==> config.mk <==
export PLATFORM = sky130hd
export DESIGN_NAME = button_gesture_classifier
export DESIGN_NICKNAME = d
export VERILOG_FILES = /design/src/sv/bgc_pkg.sv /design/src/sv/bgc_evq.sv /design/src/sv/button_gesture_classifier.sv
export SDC_FILE = /design/constraint.sdc
export NUM_CORES = 1
export LEC_CHECK = 0
export BUFFER_PORTS_ARGS = -buffer_cell sky130_fd_sc_hd__buf_2
export CAP_MARGIN = 20
export CORE_UTILIZATION = 40
export CTS_CLUSTER_SIZE = 20
export DETAILED_ROUTE_END_ITERATION = 16
export PLACE_DENSITY_LB_ADDON = 0.25
export SYNTH_ARGS = -nofsm -noshare
export SYNTH_HDL_FRONTEND = slang
export SYNTH_SLANG_ARGS = --single-unit
==> constraint.sdc <==
create_clock -name clk_i -period 8.5 [get_ports clk_i]
set_clock_uncertainty 0.2 [all_clocks]
set_input_delay 0 -clock clk_i [delete_from_list [all_inputs] [get_ports clk_i]]
set_output_delay 0 -clock clk_i [all_outputs]
set_load 0.05 [all_outputs]
==> src/sv/bgc_pkg.sv <==
// ----------------------------------------------------------------------------
// Button gesture classifier package
// Shared constants, register indexes, event codes, sequencer states and the
// event request struct passed from the sequencer to the output stage.
// ----------------------------------------------------------------------------
`default_nettype none

package bgc_pkg;

  // Number of buttons tracked by the classifier.
  localparam int BUTTON_COUNT = 8;
  // Width of an internal button cursor.
  localparam int BIDX_W = (BUTTON_COUNT > 1) ? $clog2(BUTTON_COUNT) : 1;
  // Width of the walk counter, which must also hold BUTTON_COUNT itself.
  localparam int KCNT_W = $clog2(BUTTON_COUNT + 1);

  // Field widths.
  localparam int TIME_W  = 32;
  localparam int CNT_W   = 16;
  localparam int BTN_W   = 3;
  localparam int KIND_W  = 3;
  localparam int CFG_W   = 16;
  localparam int CFGA_W  = 2;

  // Configuration register indexes.
  localparam logic [CFGA_W-1:0] REG_DEBOUNCE  = 2'd0;
  localparam logic [CFGA_W-1:0] REG_MULTI_GAP = 2'd1;
  localparam logic [CFGA_W-1:0] REG_LONG_TIME = 2'd2;
  localparam logic [CFGA_W-1:0] REG_PULLED_UP = 2'd3;

  // Register reset values.
  localparam logic [CFG_W-1:0] DEBOUNCE_RST  = 16'd25;
  localparam logic [CFG_W-1:0] MULTI_GAP_RST = 16'd180;
  localparam logic [CFG_W-1:0] LONG_TIME_RST = 16'd800;

  // Input command codes.
  localparam logic CMD_EDGE = 1'b0;
  localparam logic CMD_TICK = 1'b1;

  // Saturation limit of the click counter.
  localparam logic [CNT_W-1:0] CLICK_MAX = '1;

  // Event codes.
  typedef enum logic [KIND_W-1:0] {
    EV_RELEASE     = 3'd0,
    EV_PRESS       = 3'd1,
    EV_LONG_START  = 3'd2,
    EV_LONG_CLICK  = 3'd3,
    EV_SINGLE      = 3'd4,
    EV_MULTI       = 3'd5
  } kind_e;

  // Sequencer states.
  typedef enum logic [3:0] {
    ST_IDLE,
    ST_DEB_SUB,
    ST_DEB_CMP,
    ST_WALK,
    ST_PERIOD,
    ST_CMP_LONG,
    ST_CMP_GAP,
    ST_EV_CHANGE,
    ST_EV_GESTURE,
    ST_FINISH
  } state_e;

  // Request from the sequencer to the output stage.
  typedef struct packed {
    logic              push;    // new event to hold as pending
    logic              flush;   // end of item: release pending event as last
    logic [BTN_W-1:0]  button;
    kind_e             kind;
    logic [CNT_W-1:0]  count;
  } emit_req_t;

endpackage

`default_nettype wire

==> src/sv/bgc_evq.sv <==
// ----------------------------------------------------------------------------
// Button gesture classifier output stage
// Holds one pending event until the next event or the end of the item shows
// whether it is the final one, then moves it to the output register.
// ----------------------------------------------------------------------------
`default_nettype none

module bgc_evq
  import bgc_pkg::*;
(
  input  wire logic              clk_i,
  input  wire logic              rst_ni,
  input  wire emit_req_t         req_i,
  output logic                   rdy_o,
  output logic                   m_axis_tvalid,
  input  wire logic              m_axis_tready,
  // tdata fields from bit 0: event_button[2:0], tally[18:3], zero fill
  output logic [23:0]            m_axis_tdata,
  // tuser fields from bit 0: event_kind[2:0]
  output logic [KIND_W-1:0]      m_axis_tuser,
  output logic                   m_axis_tlast
);

  logic              pend_vld_q;
  logic [BTN_W-1:0]  pend_btn_q;
  kind_e             pend_kind_q;
  logic [CNT_W-1:0]  pend_cnt_q;

  logic              out_vld_q;
  logic [BTN_W-1:0]  out_btn_q;
  kind_e             out_kind_q;
  logic [CNT_W-1:0]  out_cnt_q;
  logic              out_last_q;

  logic load_ok;
  logic load;

  // The output register is free when empty or being drained this cycle.
  assign load_ok = !out_vld_q || m_axis_tready;
  assign rdy_o   = !pend_vld_q || load_ok;
  assign load    = pend_vld_q && (req_i.push || req_i.flush) && load_ok;

  // Control flags.
  always_ff @(posedge clk_i or negedge rst_ni) begin
    if (!rst_ni) begin
      pend_vld_q <= 1'b0;
      out_vld_q  <= 1'b0;
    end else begin
      if (load) begin
        out_vld_q <= 1'b1;
      end else if (m_axis_tready) begin
        out_vld_q <= 1'b0;
      end
      if (req_i.push && rdy_o) begin
        pend_vld_q <= 1'b1;
      end else if (req_i.flush && rdy_o) begin
        pend_vld_q <= 1'b0;
      end
    end
  end

  // Payload registers.
  always_ff @(posedge clk_i) begin
    if (load) begin
      out_btn_q  <= pend_btn_q;
      out_kind_q <= pend_kind_q;
      out_cnt_q  <= pend_cnt_q;
      out_last_q <= req_i.flush;
    end
    if (req_i.push && rdy_o) begin
      pend_btn_q  <= req_i.button;
      pend_kind_q <= req_i.kind;
      pend_cnt_q  <= req_i.count;
    end
  end

  assign m_axis_tvalid = out_vld_q;
  assign m_axis_tdata  = {5'd0, out_cnt_q, out_btn_q};
  assign m_axis_tuser  = out_kind_q;
  assign m_axis_tlast  = out_last_q;

endmodule

`default_nettype wire

==> src/sv/button_gesture_classifier.sv <==
// ----------------------------------------------------------------------------
// Button gesture classifier
// Debounces pin edges and walks all busy buttons to report press, release,
// long-press, long click, single click and multi click events.
// ----------------------------------------------------------------------------
// One item is taken at a time; s_axis_tready stays low until its last event
// has been handed to the output register. A tick or accepted edge is taken
// in idle, then the walk visits every button in turn; a busy button also goes
// through a period subtract, two compares on the shared 32-bit subtractor and
// two event steps. The walk ends with a check for its end and a close step,
// and an edge first passes a debounce subtract and compare. An edge that the
// debounce check drops returns to idle after its compare.
// Events come out with tlast marking the final one of an item; an item that
// produces no event gives no transfer. Stalls on the output side hold the
// walk only when an event has to be moved and the output register is full.
// ----------------------------------------------------------------------------
`default_nettype none

module button_gesture_classifier
  import bgc_pkg::*;
(
  input  wire logic              clk_i,
  input  wire logic              rst_ni,
  // Configuration write port
  input  wire logic              cfg_we_i,
  input  wire logic [CFGA_W-1:0] cfg_idx_i,
  input  wire logic [CFG_W-1:0]  cfg_data_i,
  // Input stream
  input  wire logic              s_axis_tvalid,
  output logic                   s_axis_tready,
  // tdata fields from bit 0: button_index[2:0], pin_level[3], now_time[35:4], zero fill
  input  wire logic [39:0]       s_axis_tdata,
  // tuser fields from bit 0: command[0]
  input  wire logic              s_axis_tuser,
  // Event stream
  output logic                   m_axis_tvalid,
  input  wire logic              m_axis_tready,
  // tdata fields from bit 0: event_button[2:0], tally[18:3], zero fill
  output logic [23:0]            m_axis_tdata,
  // tuser fields from bit 0: event_kind[2:0]
  output logic [KIND_W-1:0]      m_axis_tuser,
  output logic                   m_axis_tlast
);

  // Configuration registers
  logic [CFG_W-1:0] debounce_q;
  logic [CFG_W-1:0] gap_q;
  logic [CFG_W-1:0] long_q;
  logic             pulled_up_q;

  // Per-button state
  logic [BUTTON_COUNT-1:0] pnow_q;
  logic [BUTTON_COUNT-1:0] pstab_q;
  logic [BUTTON_COUNT-1:0] busy_q;
  logic [TIME_W-1:0]       edge_time_q    [BUTTON_COUNT];
  logic [TIME_W-1:0]       stable_since_q [BUTTON_COUNT];
  logic [CNT_W-1:0]        clicks_q       [BUTTON_COUNT];

  // Sequencer
  state_e            state_q, state_d;
  logic              lvl_q;
  logic [TIME_W-1:0] now_q;
  logic [BIDX_W-1:0] cur_q, cur_d;
  logic [KCNT_W-1:0] k_q, k_d;
  logic [TIME_W-1:0] diff_q, diff_d;
  logic              ge_long_q, ge_long_d;
  logic              ge_gap_q, ge_gap_d;

  // Shared subtractor
  logic [TIME_W-1:0] alu_a, alu_b;
  logic [TIME_W:0]   alu_res;
  logic              alu_borrow;

  // Strobes from the sequencer
  logic      accept;
  logic      apply_edge;
  logic      inc_click;
  logic      clr_click;
  logic      clr_busy;
  logic      commit_stable;
  emit_req_t req;
  logic      evq_rdy;

  // Fields of the current button
  logic              cur_now;
  logic              cur_stab;
  logic [CNT_W-1:0]  cur_clicks;
  logic              changed;
  logic [BIDX_W-1:0] cur_next;
  logic [BTN_W-1:0]  in_idx;

  assign in_idx     = s_axis_tdata[2:0];
  assign cur_now    = pnow_q[cur_q];
  assign cur_stab   = pstab_q[cur_q];
  assign cur_clicks = clicks_q[cur_q];
  assign changed    = cur_now != cur_stab;
  assign cur_next   = (cur_q == BIDX_W'(BUTTON_COUNT - 1)) ? '0 : cur_q + 1'b1;
  assign accept     = s_axis_tvalid && s_axis_tready;
  assign s_axis_tready = (state_q == ST_IDLE);

  // Operand selection for the shared subtractor.
  always_comb begin
    unique case (state_q)
      ST_DEB_CMP:  begin
        alu_a = diff_q;
        alu_b = {{(TIME_W-CFG_W){1'b0}}, debounce_q};
      end
      ST_CMP_LONG: begin
        alu_a = diff_q;
        alu_b = {{(TIME_W-CFG_W){1'b0}}, long_q};
      end
      ST_CMP_GAP:  begin
        alu_a = diff_q;
        alu_b = {{(TIME_W-CFG_W){1'b0}}, gap_q};
      end
      default:     begin
        alu_a = now_q;
        alu_b = stable_since_q[cur_q];
      end
    endcase
  end

  assign alu_res    = {1'b0, alu_a} - {1'b0, alu_b};
  assign alu_borrow = alu_res[TIME_W];

  // Next state and strobes.
  always_comb begin
    state_d       = state_q;
    cur_d         = cur_q;
    k_d           = k_q;
    diff_d        = diff_q;
    ge_long_d     = ge_long_q;
    ge_gap_d      = ge_gap_q;
    apply_edge    = 1'b0;
    inc_click     = 1'b0;
    clr_click     = 1'b0;
    clr_busy      = 1'b0;
    commit_stable = 1'b0;
    req.push      = 1'b0;
    req.flush     = 1'b0;
    req.button    = BTN_W'(cur_q);
    req.kind      = EV_RELEASE;
    req.count     = cur_clicks;

    unique case (state_q)
      ST_IDLE: begin
        if (accept) begin
          k_d = '0;
          if (s_axis_tuser == CMD_TICK) begin
            cur_d   = '0;
            state_d = ST_WALK;
          end else if (32'(in_idx) >= BUTTON_COUNT) begin
            state_d = ST_IDLE;
          end else begin
            cur_d   = BIDX_W'(in_idx);
            state_d = ST_DEB_SUB;
          end
        end
      end

      ST_DEB_SUB: begin
        diff_d  = alu_res[TIME_W-1:0];
        state_d = ST_DEB_CMP;
      end

      ST_DEB_CMP: begin
        // An edge too soon after the last judged change is dropped.
        if (alu_borrow) begin
          state_d = ST_IDLE;
        end else begin
          apply_edge = 1'b1;
          state_d    = ST_WALK;
        end
      end

      ST_WALK: begin
        if (k_q == KCNT_W'(BUTTON_COUNT)) begin
          state_d = ST_FINISH;
        end else if (busy_q[cur_q]) begin
          state_d = ST_PERIOD;
        end else begin
          cur_d = cur_next;
          k_d   = k_q + 1'b1;
        end
      end

      ST_PERIOD: begin
        diff_d  = alu_res[TIME_W-1:0];
        state_d = ST_CMP_LONG;
      end

      ST_CMP_LONG: begin
        ge_long_d = !alu_borrow;
        state_d   = ST_CMP_GAP;
      end

      ST_CMP_GAP: begin
        ge_gap_d = !alu_borrow;
        state_d  = ST_EV_CHANGE;
      end

      ST_EV_CHANGE: begin
        // Press or release report, then count a completed click.
        req.push = changed;
        req.kind = cur_now ? EV_PRESS : EV_RELEASE;
        if (!changed || evq_rdy) begin
          inc_click = !cur_now && cur_stab && (cur_clicks != CLICK_MAX);
          state_d   = ST_EV_GESTURE;
        end
      end

      ST_EV_GESTURE: begin
        // Long-press and click classification, in priority order.
        priority if (ge_long_q) begin
          if (cur_now && cur_stab) begin
            req.push = 1'b1;
            req.kind = EV_LONG_START;
          end else if (cur_clicks == CNT_W'(1)) begin
            req.push = 1'b1;
            req.kind = EV_LONG_CLICK;
          end
        end else if (ge_gap_q) begin
          if (cur_clicks != '0) begin
            req.push = 1'b1;
            req.kind = (cur_clicks == CNT_W'(1)) ? EV_SINGLE : EV_MULTI;
          end
        end
        if (!req.push || evq_rdy) begin
          clr_click     = req.push;
          clr_busy      = ge_long_q ? req.push : (ge_gap_q && !cur_now);
          commit_stable = changed;
          cur_d         = cur_next;
          k_d           = k_q + 1'b1;
          state_d       = ST_WALK;
        end
      end

      ST_FINISH: begin
        req.flush = 1'b1;
        if (evq_rdy) begin
          state_d = ST_IDLE;
        end
      end

      default: begin
        state_d = ST_IDLE;
      end
    endcase
  end

  // Sequencer registers.
  always_ff @(posedge clk_i or negedge rst_ni) begin
    if (!rst_ni) begin
      state_q <= ST_IDLE;
      cur_q   <= '0;
      k_q     <= '0;
    end else begin
      state_q <= state_d;
      cur_q   <= cur_d;
      k_q     <= k_d;
    end
  end

  // Item fields and arithmetic results.
  always_ff @(posedge clk_i) begin
    if (accept) begin
      lvl_q <= s_axis_tdata[3];
      now_q <= s_axis_tdata[35:4];
    end
    diff_q    <= diff_d;
    ge_long_q <= ge_long_d;
    ge_gap_q  <= ge_gap_d;
  end

  // Configuration registers.
  always_ff @(posedge clk_i or negedge rst_ni) begin
    if (!rst_ni) begin
      debounce_q  <= DEBOUNCE_RST;
      gap_q       <= MULTI_GAP_RST;
      long_q      <= LONG_TIME_RST;
      pulled_up_q <= 1'b0;
    end else if (cfg_we_i) begin
      unique case (cfg_idx_i)
        REG_DEBOUNCE:  debounce_q  <= cfg_data_i;
        REG_MULTI_GAP: gap_q       <= cfg_data_i;
        REG_LONG_TIME: long_q      <= cfg_data_i;
        REG_PULLED_UP: pulled_up_q <= cfg_data_i[0];
        default:       debounce_q  <= debounce_q;
      endcase
    end
  end

  // Per-button state updates.
  always_ff @(posedge clk_i or negedge rst_ni) begin
    if (!rst_ni) begin
      pnow_q  <= '0;
      pstab_q <= '0;
      busy_q  <= '0;
      for (int i = 0; i < BUTTON_COUNT; i++) begin
        edge_time_q[i]    <= '0;
        stable_since_q[i] <= '0;
        clicks_q[i]       <= '0;
      end
    end else begin
      if (apply_edge) begin
        pnow_q[cur_q]      <= lvl_q ^ pulled_up_q;
        edge_time_q[cur_q] <= now_q;
        busy_q[cur_q]      <= 1'b1;
      end
      if (inc_click) begin
        clicks_q[cur_q] <= cur_clicks + 1'b1;
      end else if (clr_click) begin
        clicks_q[cur_q] <= '0;
      end
      if (clr_busy) begin
        busy_q[cur_q] <= 1'b0;
      end
      if (commit_stable) begin
        pstab_q[cur_q]        <= cur_now;
        stable_since_q[cur_q] <= edge_time_q[cur_q];
      end
    end
  end

  // Output stage.
  bgc_evq u_evq (
    .clk_i         (clk_i),
    .rst_ni        (rst_ni),
    .req_i         (req),
    .rdy_o         (evq_rdy),
    .m_axis_tvalid (m_axis_tvalid),
    .m_axis_tready (m_axis_tready),
    .m_axis_tdata  (m_axis_tdata),
    .m_axis_tuser  (m_axis_tuser),
    .m_axis_tlast  (m_axis_tlast)
  );

`ifndef SYNTHESIS
  // A button that is no longer judged has its level fully settled.
  a_idle_settled: assert property (@(posedge clk_i) disable iff (!rst_ni)
    (busy_q | ~(pnow_q ^ pstab_q)) == {BUTTON_COUNT{1'b1}})
    else $error("idle button with unjudged level change");

  // An accepted item always drops the input ready after its transfer.
  a_busy_after_accept: assert property (@(posedge clk_i) disable iff (!rst_ni)
    accept |=> !s_axis_tready)
    else $error("input ready right after a transfer");

  // The walk finishes only after visiting every button.
  a_walk_complete: assert property (@(posedge clk_i) disable iff (!rst_ni)
    (state_q == ST_WALK && state_d == ST_FINISH) |-> (k_q == KCNT_W'(BUTTON_COUNT)))
    else $error("walk ended early");

  // Closing an item returns the sequencer to idle on the next cycle.
  a_finish_to_idle: assert property (@(posedge clk_i) disable iff (!rst_ni)
    (state_q == ST_FINISH && evq_rdy) |=> (state_q == ST_IDLE))
    else $error("item not closed after flush");

  // A tick starts its walk at button zero.
  a_tick_walk_start: assert property (@(posedge clk_i) disable iff (!rst_ni)
    (accept && s_axis_tuser == CMD_TICK) |=> (cur_q == '0 && state_q == ST_WALK))
    else $error("tick walk did not start at button zero");
`endif

endmodule

`default_nettype wire
==> impl_metrics.py <==
metrics = {
    "pwr": {
        "p_int_mw": 9.52,
        "leakage_nw": 20.0,
        "p_clk_frac": 0.268,
        "vdd_drop_max_mv": 0.199,
        "power_density_mw_per_mm2": 347,
        "p_comb_frac": 0.373,
        "p_sw_mw": 5.67,
        "swShare": 0.373,
        "sequentialPowerShare": 0.359,
    },
    "logic_synthesis": {
        "yosys.area_share.simple": 0.0551,
        "synth_compound_area_frac": 0.117,
        "synth_top_family_by_area": "multiplexers",
        "synth_fa_ha_area_frac": 0.0143,
        "muxShareOfSynthArea": 0.206,
        "ys_seq_elements": 838,
        "ys.flop_type": "dfrtp_1",
        "yosys_warnings": 0,
        "synth.most_common_cell": "dfrtp_1",
        "async_reset_ff_frac": 0.866,
        "synth-seq-area-share": 0.576,
        "syn-instance-count": 2816,
        "synth_xor_area_frac": 0.00867,
        "synth_cell_types": 72,
        "synth_top_cell_area_share": 0.479,
        "syn-cell-area_mm2": 0.0374,
        "yosys-top-cells-count": "dfrtp_1 (716), mux2_2 (595), nand2_1 (207)",
        "synth-edff-count": 112,
        "syn-mean-instance-area_um2": 13.3,
        "yosys-top-cells-area": "dfrtp_1 (48%), mux2_2 (18%), edfxtp_1 (9.0%)",
        "synth_top_area_cell": "dfrtp_1",
    },
    "critical_path": {
        "cp.arrival_ns": 6.98,
        "crit_path_end_kind": "flip-flop",
        "path_cells": "buf_4, buf_4, mux4_2, mux2_2, or4b_1, nor4_1, nand3_1, a22o_1, a211oi_4, nand2_2, buf_4, mux2_2",
        "cp_data_required_time_ns": 8.82,
        "crit_type": "flip-flop to flip-flop",
        "cpPeakStageDelay_ns": 0.68,
        "cp_slowest_cell": "nor4_1",
        "start_kind": "flip-flop",
        "crit_top_cell": "buf_4",
        "critPathMaxFanout": 31,
    },
    "routing": {
        "drc": 0,
        "ant_nets": 0,
        "drt_pre_antenna_iters": 7,
        "vias_per_cell": 5.94,
        "routed_wl_um": 112000,
        "post_drt_wl_per_cell_um": 25.7,
        "via_count": 25800,
        "drtIter0Drc": 2080,
    },
    "clocking": {
        "clkLatencyLatePin_ns": 0.66,
        "cts_setup_buffers": 0,
        "cts_buffers": 92,
        "ctsHoldBuffers": 113,
        "clk_pin_slew_ns": 0.06,
        "cts_tree": "yes",
        "cts_sinks": 838,
        "clockBufferDepth": 3,
        "htreeDepth": 3,
        "cts_root_buf": "clkbuf_16",
        "cts_resized": 0,
    },
    "sta": {
        "grt_setup_unrepaired": "no",
        "setup_viol": 0,
        "fin_ws_ns": 1.84,
        "timing.setup.tns_ns": 0,
        "relSlewSlack": 0.250,
        "fin_crit_ns": 6.66,
        "tightest_slew_ns": 1.13,
        "hold_viol": 0,
        "final_max_slew_viol_count": 0,
        "clock.fmax_mhz": 150,
        "fin_crit_sh": 0.783,
    },
    "global_route": {
        "track_usage": 0.237,
        "antenna_found_initial": 1,
        "grt_pass1_vias": 26700,
        "grt_overflow_total": 0,
        "grt_max_degree": 180,
        "grt_pass1_wl_um": 169000,
    },
    "finish": {
        "syn_to_final_growth_pct": 17.0,
        "antenna-diode-count": 0,
        "finalNonFillerCells": 4338,
        "drive_gt1_frac": 0.321,
        "fin_nets": 3124,
    },
    "placement": {
        "routabilityCongestion": 0.858,
        "dpl.cell_count": 4052,
        "portBuffers": 84,
        "place_ws_ns": 2.00,
        "post-dp-hpwl_um": 68900,
    },
    "die": {
        "start_util": 0.406,
        "boundaryPins": 94,
        "die_area_mm2": 0.0947,
        "rows": 111,
        "core_mm2": 0.0921,
        "die_h_um": 308,
        "die_w_um": 308,
    },
    "hold_path": {
        "hold_class": "primary input to flip-flop",
    },
    "flow_run": {
        "drv_cap": 0,
    },
    "run_status": {
        "status": "finished clean",
    },
}
path summary, 6_finish.rpt:
check                                                    from                               to  slack, ns  depth (start not counted)
setup / recovery                         cur_q[1]$_DFFE_PN0P_  stable_since_q[245]$_DFFE_PN0P_       1.84                         12
hold / removal                                  m_axis_tready  u_evq.m_axis_tvalid$_DFFE_PN0P_       0.07                          4
setup reg to reg                         cur_q[1]$_DFFE_PN0P_  stable_since_q[245]$_DFFE_PN0P_       1.84                         12
hold reg to reg            u_evq.pend_kind_q[1]$_SDFFCE_PN0P_  u_evq.m_axis_tuser[1]$_DFFE_PP_       0.22                          0
max in group asynchronous                              rst_ni  stable_since_q[113]$_DFFE_PN0P_       5.90                          5
min in group asynchronous                              rst_ni     edge_time_q[134]$_DFFE_PN0P_       0.41                          4
stage by stage:
stage	power [mW]	hold slack, ns	utilization	cell area (um2)
2_1_floorplan	9.02	-0.496	-	37400
3_3_place_gp	10.8	-0.151	0.429	39500
3_5_place_dp	11.0	-0.128	0.429	39500
4_1_cts	15.2	0.0161	0.475	43700
5_1_grt	15.9	0.0820	0.475	43800
6_report	15.2	0.0700	0.475	43800
registers in the layout (all words and copies together) (netlist names), 8 cells and up, named ones only:
register,count
edge_time_q,256
diff_q,32
now_q,32
u_evq.pend_cnt_q,16
clicks_q,128
pstab_q,8
gap_q,16
long_q,16
u_evq.out_cnt_q,16
debounce_q,16
stable_since_q,256
pnow_q,8
layout by cell type, fill, tap and decap left out, types with 46 or more instances in the layout:
cell type,instances
dlygate4sd3_1,112
mux2_2,595
o21ai_0,53
nand2_1,198
nor2_1,46
dfrtp_1,713
buf_2,83
a22oi_1,122
buf_4,76
a21oi_1,71
edfxtp_1,112
o22ai_1,46
clkbuf_16,93
o2bb2ai_1,105
cell type report:
class / instances / area, um2
clock inverter: 41 / 449
clock buffer: 130 / 2650
fill: 8024 / 48300
tap: 1243 / 1560
inverter: 30 / 113
sequential: 838 / 21600
multi-input combinational: 1775 / 15200
timing repair buffer: 281 / 2300
critical path: cells and delay by family, from the launching register on:
family                 cells  cell delay, ns
muxes                      3            1.29
and+or+nand+nor            4            1.95
DFF                        1            0.62
buffers and inverters      3            1.47
AOI/OAI and AO/OA          2            0.91
logic make-up after synthesis:
kind of cell,after synthesis
simple gates,439
other cells,1
compound gates,591
flops,838
xor+xnor,37
fa+ha+maj,42
buf+inv,207
mux,661
routing by layer:
layer | routed length [um] | global-route usage
met1 | 49500 | 0.329
met2 | 52400 | 0.379
met3 | 6770 | 0.0396
met4 | 3030 | 0.0729
met5 | 0 | 0
power by group through the flow:
| stage | Combinational, mW | Clock [mW] | Sequential (mW) |
|---|---|---|---|
| floorplan | 3.68 | 0 | 5.35 |
| global placement | 5.36 | 0 | 5.46 |
| detailed placement | 5.52 | 0 | 5.51 |
| CTS | 5.60 | 4.15 | 5.44 |
| global route | 6.10 | 4.30 | 5.53 |
| finish | 5.67 | 4.07 | 5.45 |
Power figures use the tool's default switching activity.
